--- config.mk ---
export PLATFORM = sky130hd
export DESIGN_NAME = gmsl_mul
export DESIGN_NICKNAME = d
export VERILOG_FILES = /design/src/hw/rtl/gmsl_mul.sv
export SDC_FILE = /design/constraint.sdc
export NUM_CORES = 2
export LEC_CHECK = 0
export BUFFER_PORTS_ARGS = -buffer_cell sky130_fd_sc_hd__buf_4
export CORE_UTILIZATION = 40
export CTS_BUF_LIST = sky130_fd_sc_hd__clkbuf_16
export CTS_CLUSTER_DIAMETER = 80
export DETAILED_ROUTE_END_ITERATION = 10
export MAX_ROUTING_LAYER = met4
export PLACE_DENSITY_LB_ADDON = 0.15
export SYNTH_ARGS = -nofsm -noshare
export SYNTH_HDL_FRONTEND = slang
export SYNTH_SLANG_ARGS = --single-unit
--- constraint.sdc ---
create_clock -name clk -period 22.1 [get_ports clk]
set_input_delay 1.105 -clock clk [delete_from_list [all_inputs] [get_ports clk]]
set_output_delay 1.105 -clock clk [all_outputs]
set_load 0.005 [all_outputs]
--- src/hw/rtl/gmsl_mul.sv ---
// 64x64 unsigned multiplier built from four 32x32 partial products.
// Depends on nothing outside this file.
module gmsl_mul (
  input  logic         clk,
  input  logic         rst,
  input  logic         start,
  input  logic [63:0]  a,
  input  logic [63:0]  b,
  output logic         done,
  output logic [127:0] p
);

  logic [63:0]  ra;
  logic [63:0]  rb;
  logic [1:0]   step;
  logic         busy;
  logic [31:0]  pa;
  logic [31:0]  pb;
  logic [63:0]  pp;
  logic [127:0] term;

  assign pa = step[1] ? ra[63:32] : ra[31:0];
  assign pb = step[0] ? rb[63:32] : rb[31:0];
  assign pp = pa * pb;

  always_comb begin
    case (step)
      2'd0:    term = {64'd0, pp};
      2'd3:    term = {pp, 64'd0};
      default: term = {32'd0, pp, 32'd0};
    endcase
  end

  always_ff @(posedge clk) begin
    if (rst) begin
      busy <= 1'b0;
      done <= 1'b0;
    end else begin
      done <= 1'b0;
      if (start) begin
        busy <= 1'b1;
      end else if (busy && step == 2'd3) begin
        busy <= 1'b0;
        done <= 1'b1;
      end
    end
  end

  always_ff @(posedge clk) begin
    if (start) begin
      ra   <= a;
      rb   <= b;
      p    <= '0;
      step <= 2'd0;
    end else if (busy) begin
      p    <= p + term;
      step <= step + 2'd1;
    end
  end

endmodule

==> impl_metrics.xml <==
<?xml version="1.0" encoding="UTF-8"?>
<metrics>
  <group name="setup_path">
    <metric name="path_max_fanout" unit="">49</metric>
    <metric name="crit_path_top_delay_cell" unit="">sky130_fd_sc_hd__mux2_2</metric>
    <metric name="reg2reg_setup_slack" unit="ns">8.14</metric>
    <metric name="timing.critical_path.required" unit="ns">22.66</metric>
    <metric name="reg2reg_depth" unit="">37</metric>
    <metric name="worst_path_most_repeated_cell" unit="">sky130_fd_sc_hd__fa_1</metric>
    <metric name="critPathArrivalTime" unit="ns">14.52</metric>
    <metric name="setup_crit_path_kind" unit="">flop to flop</metric>
    <metric name="startpoint_type" unit="">flop</metric>
    <metric name="critical_path.reg2reg.startpoint" unit="">step[1]</metric>
    <metric name="worst_setup_path_end_kind" unit="">flop</metric>
    <metric name="critPathMaxStageDelay" unit="ns">0.81</metric>
    <metric name="worstReg2RegEnd" unit="">p[83]</metric>
  </group>
  <group name="cells_and_area">
    <metric name="final_cell_area" unit="um2">55400</metric>
    <metric name="nNetsFinal" unit="">7220</metric>
    <metric name="area_delta_synth_final" unit="%">10.1</metric>
    <metric name="post_route_cells_drive_above_1_share" unit="">0.0956</metric>
    <metric name="finalCoreUtilization" unit="">0.446</metric>
  </group>
  <group name="logic_synthesis">
    <metric name="synth_cells" unit="">5702</metric>
    <metric name="yosys.area_share.adder" unit="">0.456</metric>
    <metric name="combinational_family_with_the_most_area_after_synthesis" unit="">adder cells</metric>
    <metric name="ys_seq_area_frac" unit="">0.129</metric>
    <metric name="post_synth_xor_area_fraction" unit="">0.0326</metric>
    <metric name="post_synth_num_cell_types" unit="">87</metric>
    <metric name="synth_warnings" unit="">0</metric>
    <metric name="postSynthNetCount" unit="">7129</metric>
    <metric name="area_share_of_and_or_nand_nor_cells_after_synthesis" unit="">0.146</metric>
    <metric name="mappedNetlistArea" unit="um2">50300</metric>
    <metric name="synth.area.mux_share" unit="">0.0410</metric>
    <metric name="synth-compound-area-share" unit="">0.104</metric>
    <metric name="ys_async_sr_fraction" unit="">0</metric>
    <metric name="synth_edf_count" unit="">128</metric>
    <metric name="postSynthRegisterBits" unit="">260</metric>
    <metric name="dominant_register_cell_in_the_synthesized_netlist" unit="">sky130_fd_sc_hd__dfxtp_1</metric>
    <metric name="syn_area_per_cell" unit="um2">8.82</metric>
  </group>
  <group name="floorplanning">
    <metric name="initial_core_util" unit="">0.405</metric>
    <metric name="die_width" unit="um">357</metric>
    <metric name="core.rowCount" unit="">129</metric>
    <metric name="io-pin-count" unit="">260</metric>
    <metric name="die_area" unit="um2">127000</metric>
    <metric name="coreArea" unit="um2">124000</metric>
    <metric name="die-height" unit="um">357</metric>
  </group>
  <group name="min_path">
    <metric name="holdPathEnd" unit="">p[114]</metric>
    <metric name="holdPathStages" unit="">2</metric>
    <metric name="timing.hold.worst.start" unit="">p[114]</metric>
    <metric name="worstHoldPathType" unit="">flop to flop</metric>
  </group>
  <group name="route">
    <metric name="first_iter_violations" unit="">3341</metric>
    <metric name="detail-route-antenna-nets" unit="">0</metric>
    <metric name="route.detailed.vias_per_inst" unit="">5.57</metric>
    <metric name="detail_route.drc_violations" unit="">0</metric>
    <metric name="wl_per_cell" unit="um">25.2</metric>
    <metric name="drt-total-wl" unit="um">188000</metric>
    <metric name="via_count" unit="">41616</metric>
    <metric name="drt-pass1-iter-count" unit="">6</metric>
  </group>
  <group name="clocking">
    <metric name="clock_tree.buffer_depth" unit="">3</metric>
    <metric name="cts.sink_count" unit="">260</metric>
    <metric name="cts_resized" unit="">0</metric>
    <metric name="worst_skew_pair_latency" unit="ns">0.63</metric>
    <metric name="tritoncts_clock_tree" unit="">done</metric>
    <metric name="clk_pin_slew" unit="ns">0.06</metric>
    <metric name="cts_hold_repair.buffers" unit="">0</metric>
    <metric name="clock_tree.htree_level_count" unit="">2</metric>
    <metric name="cts_inserted_buffers" unit="">40</metric>
    <metric name="clock_tree.root_cell" unit="">sky130_fd_sc_hd__clkbuf_16</metric>
    <metric name="postCtsSetupBuffers" unit="">0</metric>
  </group>
  <group name="sta">
    <metric name="fmax" unit="GHz">0.0716</metric>
    <metric name="tightest_slew" unit="ns">1.31</metric>
    <metric name="grt_setup_unrepaired" unit="">false</metric>
    <metric name="max-slew-margin-rel" unit="">0.122</metric>
    <metric name="setup_viol" unit="">0</metric>
    <metric name="layout_worst_path_cycle_share" unit="">0.632</metric>
    <metric name="finalCriticalPeriod" unit="ns">13.96</metric>
    <metric name="finalMaxSlewViolations" unit="">0</metric>
    <metric name="worst_slack" unit="ns">8.14</metric>
    <metric name="finalHoldViolations" unit="">0</metric>
    <metric name="finClkSkew" unit="ns">0.0363</metric>
    <metric name="total_negative_setup_slacks" unit="ns">0</metric>
  </group>
  <group name="status">
    <metric name="run_status" unit="">completed</metric>
  </group>
  <group name="placement">
    <metric name="detailedPlace.worstSlack" unit="ns">8.30</metric>
    <metric name="place.port_buffers" unit="">259</metric>
    <metric name="placed_cell_area" unit="um2">54100</metric>
    <metric name="dp_hpwl" unit="um">151000</metric>
    <metric name="gp_congestion" unit="">0.997</metric>
  </group>
  <group name="grt">
    <metric name="first_global_vias" unit="">43023</metric>
    <metric name="grt_antenna_before_repair" unit="">13</metric>
    <metric name="grt_pass1_wl" unit="um">278000</metric>
    <metric name="grt_usage" unit="">0.307</metric>
    <metric name="grt_start_max_net_pins" unit="">79</metric>
    <metric name="gr-total-overflow" unit="">0</metric>
  </group>
  <group name="job">
    <metric name="max-cap-violations" unit="">0</metric>
  </group>
</metrics>
[worst max path at each step]
| stage | start | endpoint | slack (ns) | cells past startpoint |
|---|---|---|---|---|
| after CTS | step[0] | p[127] | 8.27 | 39 |
| after global placement | step[0] | p[127] | 8.33 | 39 |
| after detailed placement | step[0] | p[127] | 8.30 | 39 |
| final | step[1] | p[83] | 8.14 | 37 |
| after global routing | step[0] | p[127] | 7.64 | 39 |
| after floorplan | step[1] | p[127] | 10.50 | 43 |
[cell type report]
| type | instances | area (um2) |
|---|---|---|
| diodes | 9 | 22.5 |
| fillers | 12516 | 68900 |
| flip-flops and latches | 260 | 6500 |
| inverters | 908 | 3410 |
| multi-input cells | 4239 | 39500 |
| clock inverters | 34 | 322 |
| clock buffers | 40 | 1000 |
| well taps | 1637 | 2050 |
| repair buffers | 344 | 2610 |
[per-stage QoR]
step	cells	hold slack, ns
final	7471	0.477
after global routing	7468	0.502
after CTS	7462	0.479
after detailed placement	7388	0.467
after global placement	7388	0.463
after floorplan	5702	0.459
[layer usage]
| metal | share of wire | GRT usage | vias up | wire length, um |
|---|---|---|---|---|
| met1 | 0.42 | 0.400 | 21245 | 79000 |
| li1 | - | - | 18349 | - |
| met3 | 0.081 | 0.0555 | 340 | 15200 |
| met4 | 0.044 | 0.122 | 0 | 8330 |
| met5 | 0 | - | - | 0 |
| met2 | 0.46 | 0.470 | 1682 | 85900 |
[worst max-delay path: cells and delay by family (launching register included)]
kind	cells	cell delay (ns)
compound gates	11	3.68
mux	2	0.93
simple gates	8	2.05
flops	1	0.58
xor+xnor	2	0.56
buf+inv	4	0.96
fa+ha+maj	10	4.99
[flip-flops by register name, indices dropped and copies added, names as in the netlist]
signal	count
busy	1
done	1
p	128
ra	64
rb	64
step	2
[layout by cell type (no fill, tap or decap), drive strengths merged, types with 81 or more instances in the layout]
cell type,Yosys,routed
nand2,635,635
dfxtp,132,132
mux2i,135,135
fa,897,897
nand4,81,81
inv,908,920
nor2,797,797
ha,399,399
buf,30,343
xnor2,119,119
o21ai,174,174
edfxtp,128,128
a21o,96,96
a21oi,262,262
[cells in the mapped netlist (all sizes together) (6+ instances only)]
cell type,instances,area [um2]
o221ai,10,87.6
nand3,29,150
ha,399,4990
dfxtp,132,2640
a21o,96,721
mux2i,135,1350
a211oi,18,140
nor2b,25,156
buf,30,188
and4,7,61.3
nand2b,17,106
nor3,31,155
edfxtp,128,3840
o22ai,7,43.8
o21a,17,128
and2,67,419
nand2,635,2390
a221oi,6,52.6
mux2,63,713
o21ai,174,878
a31oi,20,131
and3,17,106
nor2,797,2990
clkbuf,263,988
a21oi,262,1320
nor4,12,75.1
o211ai,16,120
or2,10,62.6
a22o,58,508
inv,908,3410
a41oi,6,60.1
nand4,81,522
xor2,68,596
fa,897,18000
a21boi,18,139
or3,8,55.1
o31ai,22,204
o21bai,45,342
xnor2,119,1040
[logic make-up (layout without fill, tap and decap cells)]
kind of cell / Yosys count / in the layout
DFF: 260 / 260
xor gates and xnor gates: 187 / 187
adders and majority gates: 1296 / 1296
buffers and inverters: 1203 / 1326
and+or+nand+nor: 1747 / 1747
AOI/OAI and AO/OA: 811 / 811
other: 0 / 9
muxes: 198 / 198
Power is not shown: default switching activity piles up to over one toggle a cycle in this logic, so the estimate is an artifact.
