File: src/hw/rtl/gmsl_pkg.sv
// Shared types, constants and saturating helpers for the Gaussian mixture
// segment log-likelihood block. No dependencies.
package gmsl_pkg;

  localparam int MAX_COMPONENTS_DEF = 8;
  localparam int IDX_W = 3;
  localparam int CFG_W = 4;

  localparam logic signed [63:0] S64_MAX = 64'sh7FFF_FFFF_FFFF_FFFF;
  localparam logic signed [63:0] S64_MIN = 64'sh8000_0000_0000_0000;
  localparam logic [63:0] TOP_BIT = 64'h8000_0000_0000_0000;
  localparam logic [63:0] LN2_Q64 = 64'hB172_17F7_D1CF_79AB;
  localparam logic [63:0] LN2_Q32 = 64'd2977044471;
  localparam logic signed [63:0] LN_2PI_Q32 = 64'sd7893621894;
  localparam logic [63:0] EXP_CUTOFF = 64'd23 << 32;
  localparam logic [63:0] ONE_Q62 = 64'd1 << 62;
  localparam logic [4:0] EXP_TERMS = 5'd24;
  localparam logic [63:0] ALL_ONES = 64'hFFFF_FFFF_FFFF_FFFF;

  // Reciprocals for the Taylor term division, index is the divisor.
  localparam logic [63:0] RECIP_TBL [0:24] = '{
    64'd0,
    ALL_ONES / 64'd1,  ALL_ONES / 64'd2,  ALL_ONES / 64'd3,  ALL_ONES / 64'd4,
    ALL_ONES / 64'd5,  ALL_ONES / 64'd6,  ALL_ONES / 64'd7,  ALL_ONES / 64'd8,
    ALL_ONES / 64'd9,  ALL_ONES / 64'd10, ALL_ONES / 64'd11, ALL_ONES / 64'd12,
    ALL_ONES / 64'd13, ALL_ONES / 64'd14, ALL_ONES / 64'd15, ALL_ONES / 64'd16,
    ALL_ONES / 64'd17, ALL_ONES / 64'd18, ALL_ONES / 64'd19, ALL_ONES / 64'd20,
    ALL_ONES / 64'd21, ALL_ONES / 64'd22, ALL_ONES / 64'd23, ALL_ONES / 64'd24
  };

  typedef struct packed {
    logic              mode;
    logic [2:0]        component_index;
    logic signed [63:0] entry_mean;
    logic [62:0]       entry_sd;
    logic [32:0]       entry_weight;
    logic signed [63:0] segment_sum;
    logic [19:0]       segment_length;
    logic [62:0]       within_term;
  } in_item_t;

  typedef struct packed {
    logic signed [63:0] neg_log_likelihood;
    logic              saturated;
  } out_item_t;

  // One mixture component as held in a cell, with its cached logarithms.
  typedef struct packed {
    logic signed [63:0] mean;
    logic [62:0]       sd;
    logic [32:0]       w;
    logic signed [63:0] lnsd;
    logic signed [63:0] lnw;
    logic signed [63:0] d;
  } ent_t;

  typedef struct packed {
    logic              s;
    logic signed [63:0] v;
  } sres_t;

  typedef enum logic [4:0] {
    ST_IDLE,
    ST_LD_LNW,
    ST_LD_WRITE,
    ST_MU_DIV,
    ST_C_HEAD,
    ST_C_SQ,
    ST_C_DIV1,
    ST_C_DIV2,
    ST_C_LEN,
    ST_E_HEAD,
    ST_E_RED,
    ST_E_MUL,
    ST_E_RCP,
    ST_E_REM,
    ST_E_FIX,
    ST_E_DONE,
    ST_FIN,
    ST_OUT,
    ST_LN_NORM,
    ST_LN_SQ,
    ST_LN_MUL
  } state_t;

  function automatic sres_t sat_add(logic signed [63:0] a, logic signed [63:0] b);
    sres_t r;
    logic signed [63:0] s;
    s = a + b;
    r.s = (a[63] == b[63]) && (s[63] != a[63]);
    r.v = r.s ? (b[63] ? S64_MIN : S64_MAX) : s;
    return r;
  endfunction

  function automatic sres_t sat_sub(logic signed [63:0] a, logic signed [63:0] b);
    sres_t r;
    logic signed [63:0] s;
    s = a - b;
    r.s = (a[63] != b[63]) && (s[63] != a[63]);
    r.v = r.s ? (b[63] ? S64_MAX : S64_MIN) : s;
    return r;
  endfunction

endpackage

File: src/hw/rtl/gmsl_cell.sv
// One cell of the component ring: holds a mixture entry and its term.
// Depends on gmsl_pkg for the entry type.
module gmsl_cell (
  input  logic          clk,
  input  logic          shift,
  input  logic          wr,
  input  gmsl_pkg::ent_t wr_data,
  input  gmsl_pkg::ent_t nb,
  output gmsl_pkg::ent_t q
);

  always_ff @(posedge clk) begin
    if (wr) begin
      q <= wr_data;
    end else if (shift) begin
      q <= nb;
    end
  end

endmodule

File: config.mk
export PLATFORM = sky130hd
export DESIGN_NAME = gmsl_cell
export DESIGN_NICKNAME = d
export VERILOG_FILES = /design/src/hw/rtl/gmsl_pkg.sv /design/src/hw/rtl/gmsl_cell.sv
export SDC_FILE = /design/constraint.sdc
export NUM_CORES = 1
export LEC_CHECK = 0
export BUFFER_PORTS_ARGS = -buffer_cell sky130_fd_sc_hd__buf_2
export CAP_MARGIN = 20
export CORE_AREA = 2 2 414 416
export DETAILED_ROUTE_END_ITERATION = 12
export DIE_AREA = 0 0 416 418
export GPL_TIMING_DRIVEN = 0
export HOLD_SLACK_MARGIN = 0.05
export SYNTH_ARGS = -nofsm -noshare
export SYNTH_HDL_FRONTEND = slang
export SYNTH_SLANG_ARGS = --single-unit
File: constraint.sdc
create_clock -name clk -period 5.4 [get_ports clk]
set_clock_uncertainty 0.1 [all_clocks]
set_input_delay 0.27 -clock clk [delete_from_list [all_inputs] [get_ports clk]]
set_output_delay 0.27 -clock clk [all_outputs]
set_load 0.02 [all_outputs]
==> results by group, run 1 <==
Layout
  – P&R area growth vs syn: 109%
  – Max FFs per register: around 350
  – Non-filler cells, final: about 4900
  – Layout cell share with drive strength beyond 1: between 50 and 60%
  – Biggest regs: q x352
  – Fin util: between 10% and 20%
  – Biggest register: q
  – Layout Nets: 3267

Logic synthesis
  – Syn_nets: 1451
  – Top FF cell, synth: edfxtp_1
  – Post-synthesis compound-gate area fraction: 0%
  – Seq/Total Area, Yosys: around two thirds
  – Post-synthesis simple-gate area fraction: 0.0404%
  – Yosys warnings: 0
  – Main combinational cell family by area after synthesis: multiplexers
  – Mux share of post-synthesis cell area: 29.7%
  – Xor/xnor share of the synthesized area: 0%
  – Async set-reset flop share out of synthesis: 0%
  – Number of distinct library cells after synthesis: 7
  – Top cells by count, synth: edfxtp_1, mux2_2, mux2_4
  – Register bit total from synthesis: 352
  – Post-synth EDFFs: around 350
  – Post-synth top area cell: edfxtp_1
  – Count leader, synth: edfxtp_1
  – Post-synthesis cell count: 744
  – Mean post-synth cell area: ~21 um^2
  – Post-Syn Area: between 15000 and 20000 um^2
  – Largest cells by area after synthesis: edfxtp_1, mux2_4, mux2_2, buf_6, buf_2
  – Synth Area in Adders: 0%
  – Top cell type's share of synthesized area: between 60% and 70%

CTS
  – Worst-path clk slew: ~0.070 ns
  – CTS tree: done
  – TritonCTS Buffers: 47
  – CTS Root Cell: clkbuf_16
  – Post-CTS Setup Bufs: 0
  – H-tree levels: 2
  – CTS Sinks: 352
  – Clk buf depth: 3

STA
  – Fin. max-slew vios: 0
  – Worst-Margin Slew: roughly 0.63 ns
  – Finish-stage setup viols: 0
  – Relative slew slack: between 50% and 60%
  – Hold Vio Cnt, Final: 0
  – Hold_ws: around 0.31 ns
  – Fin crit period: ~2.5 ns
  – Fmax: 408 MHz
  – RSZ-0062 raised after global routing: false
  – Fin crit share: a little under half

Floorplan
  – # IOs: about 1100
  – Die ar.: about 170000 um^2
  – Row count: between 150 and 200
  – Core area: 169000 um^2
  – Die Y-Extent: about 420 um
  – Chip width: roughly 420 um
  – Initial Util: ~9.2%

Power and ir drop
  – Reg power frac: roughly two fifths
  – Clock group share of total power: a little over a third
  – Static leakage: 0.0138 uW
  – Max VDD drop: 253 uV
  – Sw Pwr: roughly 2500 uW
  – Switch share: just under 30%
  – P per Cell Area: about 270 nW/um^2
  – Internal: around 6100 uW
  – Tot Pwr: slightly below 9000 uW
  – Comb power frac: 24.2%

Drt
  – Drt via density: ~3.3
  – DR DRC count: 0
  – DRT Wirelength: between 100 and 150 mm
  – Post-DRT Antenna Nets: 0
  – Via Count: roughly 16000
  – Initial DRC Count: between 1000 and 1500
  – Routed length per instance: about 24 um
  – Initial DRT Pass Iterations: 5

Place
  – Placed insts: ~4000
  – Hpwl dp: roughly 96 mm
  – Final Wtd Congestion: ~1.0
  – Port buffer count: ~1100

Worst setup path
  – Worst Path Required: roughly 5.6 ns
  – CP Cell Sequence: buf_4 -> buf_6 -> buf_6 -> or2_4 -> buf_16 -> buf_12 -> buf_16
  – Critical path fanouts, max: between 60 and 70
  – Slowest CP cell: or2_4
  – Arr. time, crit path: 2.64 ns
  – Worst setup EP type: flip-flop
  – Max incr delay on CP: about 0.52 ns
  – CP startpoint kind: input pin
  – Crit Path Category: in2reg

GRT
  – GRT Total Usage: 12.6%
  – First-pass GRT wire length: roughly 150 mm
  – Largest net degree at the start of global routing: 64
  – Initial antenna violation count: ~180
  – Vias in the first global route: around 16000
  – Congestion Overflow GR: 0

Run
  – Max Cap Violations: 0

Worst hold path
  – Hold crit path type: in2reg

Outcome
  – Status: finished clean
critical path: cells and delay by family:
kind | cells | cell delay [ns]
buffers and inverters | 6 | 1.61
AND/OR/NAND/NOR | 1 | 0.52
layout by cell type, fill, tap and decap left out, drive strengths merged:
cell	synthesis	final
or2	1	1
diode	0	46
mux2	352	352
buf	39	1102
bufinv	0	2
dlygate4sd3	0	704
clkinvlp	0	2
inv	0	6
clkbuf	0	56
clkinv	0	16
edfxtp	352	352
layout make-up:
cell class                 instances  area [um^2]
antenna                           46          115
buffer                            39          317
clock buffer                      56         1230
clock inverter                    26          219
fill                           18200       137000
multi-input combinational        353         4610
sequential                       352        10600
tap                             2218         2780
timing repair buffer            1767        12500
path summary, 6_finish.rpt:
kind | startpoint | end | slack [ns] | cells after the start
worst min-delay path | shift | q[78]$_DFFE_PP_ | 0.31 | 2
worst max-delay path | wr | q[174]$_DFFE_PP_ | 2.95 | 7
routing by layer:
layer / part of all wire (%) / track usage (%)
met4: 6.2 / 5.78
met2: 46 / 20.8
met1: 34 / 13.0
met3: 14 / 7.10
met5: 0.69 / 0
stage by stage:
stage               setup TNS (ns)  area [um^2]  setup slack, ns
finish                           0        32300             2.95
global route                     0        32300             2.84
CTS                              0        32200             2.91
detailed placement               0        23700             2.20
global placement            -58.08        23600           -0.319
floorplan                        0        15500             1.57
cells by family (layout without fill, tap and decap cells):
kind of cell,after synthesis,count (layout)
DFF,352,352
and+or+nand+nor,1,1
buffers and inverters,39,1888
muxes,352,352
other,0,46
power groups by stage:
stage                     sequential, uW  combinational (uW)  clock, uW
after global placement              3520                1540          0
final                               3460                2110       3130
after CTS                           3450                2090       3230
after floorplan                     3900                 378          0
after detailed placement            3510                1570          0
after global routing                3480                2190       3320
what timing repair did:
item,in CTS,in global routing
endpoints found under the hold margin,352,0
hold buffers,704,0
resized for setup,0,0
Note: power is estimated with default switching activity, not from simulation.
==> run 2, diff against run 1 <==
- CORE_AREA: 2 2 414 416 -> 2 2 418 420
- DIE_AREA: 0 0 416 418 -> 0 0 420 422
- clock period: 5.4 -> 2.4 ns (I/O delays scaled with it)
==> results by group, run 2 (synthesis gave the netlist of run 1 again) <==
Floorplan
  – Chip width: 420 um
  – # IOs: approximately 1100
  – Die Y-Extent: 422 um
  – Die ar.: 177000 um^2
  – Core area: 173000 um^2
  – Initial Util: roughly 9.0%
  – Row count: 153

Worst setup path
  – Max incr delay on CP: roughly 0.67 ns
  – Worst setup EP type: flip-flop
  – Worst path bufs/invs: 6
  – Worst Path Required: roughly 2.6 ns
  – Slowest CP cell: or2_4
  – Critical Path Most Common Cell: buf_8
  – Crit Path Category: in2reg
  – Critical path's top delay family: buffers and inverters
  – CP Cell Sequence: buf_8 -> buf_8 -> buf_8 -> or2_4 -> buf_12 -> buf_16 -> buf_16
  – CP startpoint kind: input pin
  – Critical path launch point: wr
  – Critical path fanouts, max: between 50 and 60
  – Arr. time, crit path: roughly 2.4 ns
  – Critical Path Stages: 7

Drt
  – Initial DRT Pass Iterations: 5
  – Initial DRC Count: between 1000 and 1500
  – Via Count: around 16000
  – Post-DRT Antenna Nets: 0
  – Routed length per instance: about 24 um
  – DRT Wirelength: about 120 mm
  – Drt via density: approximately 3.2
  – DR DRC count: 0

STA
  – Hold Vio Cnt, Final: 0
  – Finish-stage setup viols: 0
  – Fin crit share: approximately 93%
  – Worst-Margin Slew: roughly 0.8 ns
  – RSZ-0062 raised after global routing: false
  – Relative slew slack: approximately 47%
  – Fin. max-slew vios: 0
  – Fmax: roughly 450 MHz
  – Fin crit period: between 2 and 2.5 ns

CTS
  – H-tree levels: 2
  – CTS Root Cell: clkbuf_16
  – TritonCTS Buffers: 45
  – Worst-path clk slew: around 0.070 ns
  – Post-CTS Setup Bufs: 0
  – Clk buf depth: 3
  – CTS tree: done
  – CTS Sinks: about 350

Outcome
  – Status: finished clean

Worst hold path
  – Hold depth: 3
  – Hold crit path type: in2reg
  – Critical hold path startpoint: nb[95]

Power and ir drop
  – Static leakage: about 0.014 uW
  – P per Cell Area: between 600 and 700 nW/um^2
  – Max VDD drop: roughly 420 uV

Layout
  – Final Cell Area: ~33000 um^2
  – Multi-input logic area: 4610 um^2
  – Filler instances: approximately 19000
  – Layout cell share with drive strength beyond 1: 58.7%
  – Fin util: between 10% and 20%
  – Most common cell after layout, fill and taps aside: buf_2
  – Commonest non-fill, non-tap cells in the layout: buf_2, dlygate4sd3_1, edfxtp_1
  – Max FFs per register: approximately 350
  – P&R area growth vs syn: 110%
  – Layout Nets: about 3300
  – Biggest register: q
  – Biggest regs: q x352
  – Non-filler cells, final: about 5000
  – Seq. cell area: ~11000 um^2

GRT
  – Congestion Overflow GR: 0
  – Largest net degree at the start of global routing: 62
  – GRT Total Usage: about an eighth
  – Initial antenna violation count: 169
  – Vias in the first global route: approximately 16000
  – First-pass GRT wire length: roughly 150 mm

Run
  – Max Cap Violations: 0

Place
  – Placed inst area: 23900 um^2
  – Hpwl dp: a little under 100 mm
  – Final Wtd Congestion: around 0.93
  – Placed insts: 4132
  – Port buffer count: between 1000 and 1500
[run 2: changes by cell type in the layout (fill, tap and decap cells not counted), sizes merged]
cell	change
diode	-5
inv	-5
bufinv	+4
clkinv	+2
clkbuf	-1
clkinvlp	+1
[run 2: per-layer routing]
layer	share of wire (%)	global-route usage (%)	wire (um)
met4	5.3	5.42	6280
met2	48	21.8	56500
met3	13	6.44	15600
met1	33	13.0	38900
met5	0.61	0	722
[run 2: power by group]
group          switching, uW  internal (uW)  total (uW)
logic                   2340           2390        4730
clock network           3020           4160        7180
registers                233           7560        7790
total                   5590          14100       19700
[run 2: path summary, 6_finish.rpt]
path / endpoint / slack, ns
max: q[212]$_DFFE_PP_ / 0.16
min: q[95]$_DFFE_PP_ / 0.21
[run 2: layout make-up]
cell class	count	share of cell area, %
Clock inverter	28	0.958
Buffer	39	1.02
Multi-Input combinational cell	353	14.2
Antenna cell	41	0.316
Timing Repair Buffer	1767	38.4
Clock buffer	55	3.64
Sequential cell	352	32.5
Tap cell	2325	8.95
[run 2: timing repair]
item                                    4_1_cts  5_1_grt
endpoints found under the setup margin        0        0
hold buffers                                704        0
gates resized for setup                       0        0
hold endpoints to repair                    352        0
[run 2: metrics by stage]
step / TNS, ns / hold WS (ns) / total power [uW] / worst slack [ns]
after detailed placement: -49.95 / 0.324 / 11500 / -0.537
after global placement: -1051.20 / 0.321 / 11400 / -3.16
after CTS: 0 / 0.142 / 19900 / 0.183
after global routing: 0 / 0.182 / 20400 / 0.0663
after floorplan: -435.92 / 0.237 / 9640 / -1.24
final: 0 / 0.213 / 19700 / 0.163
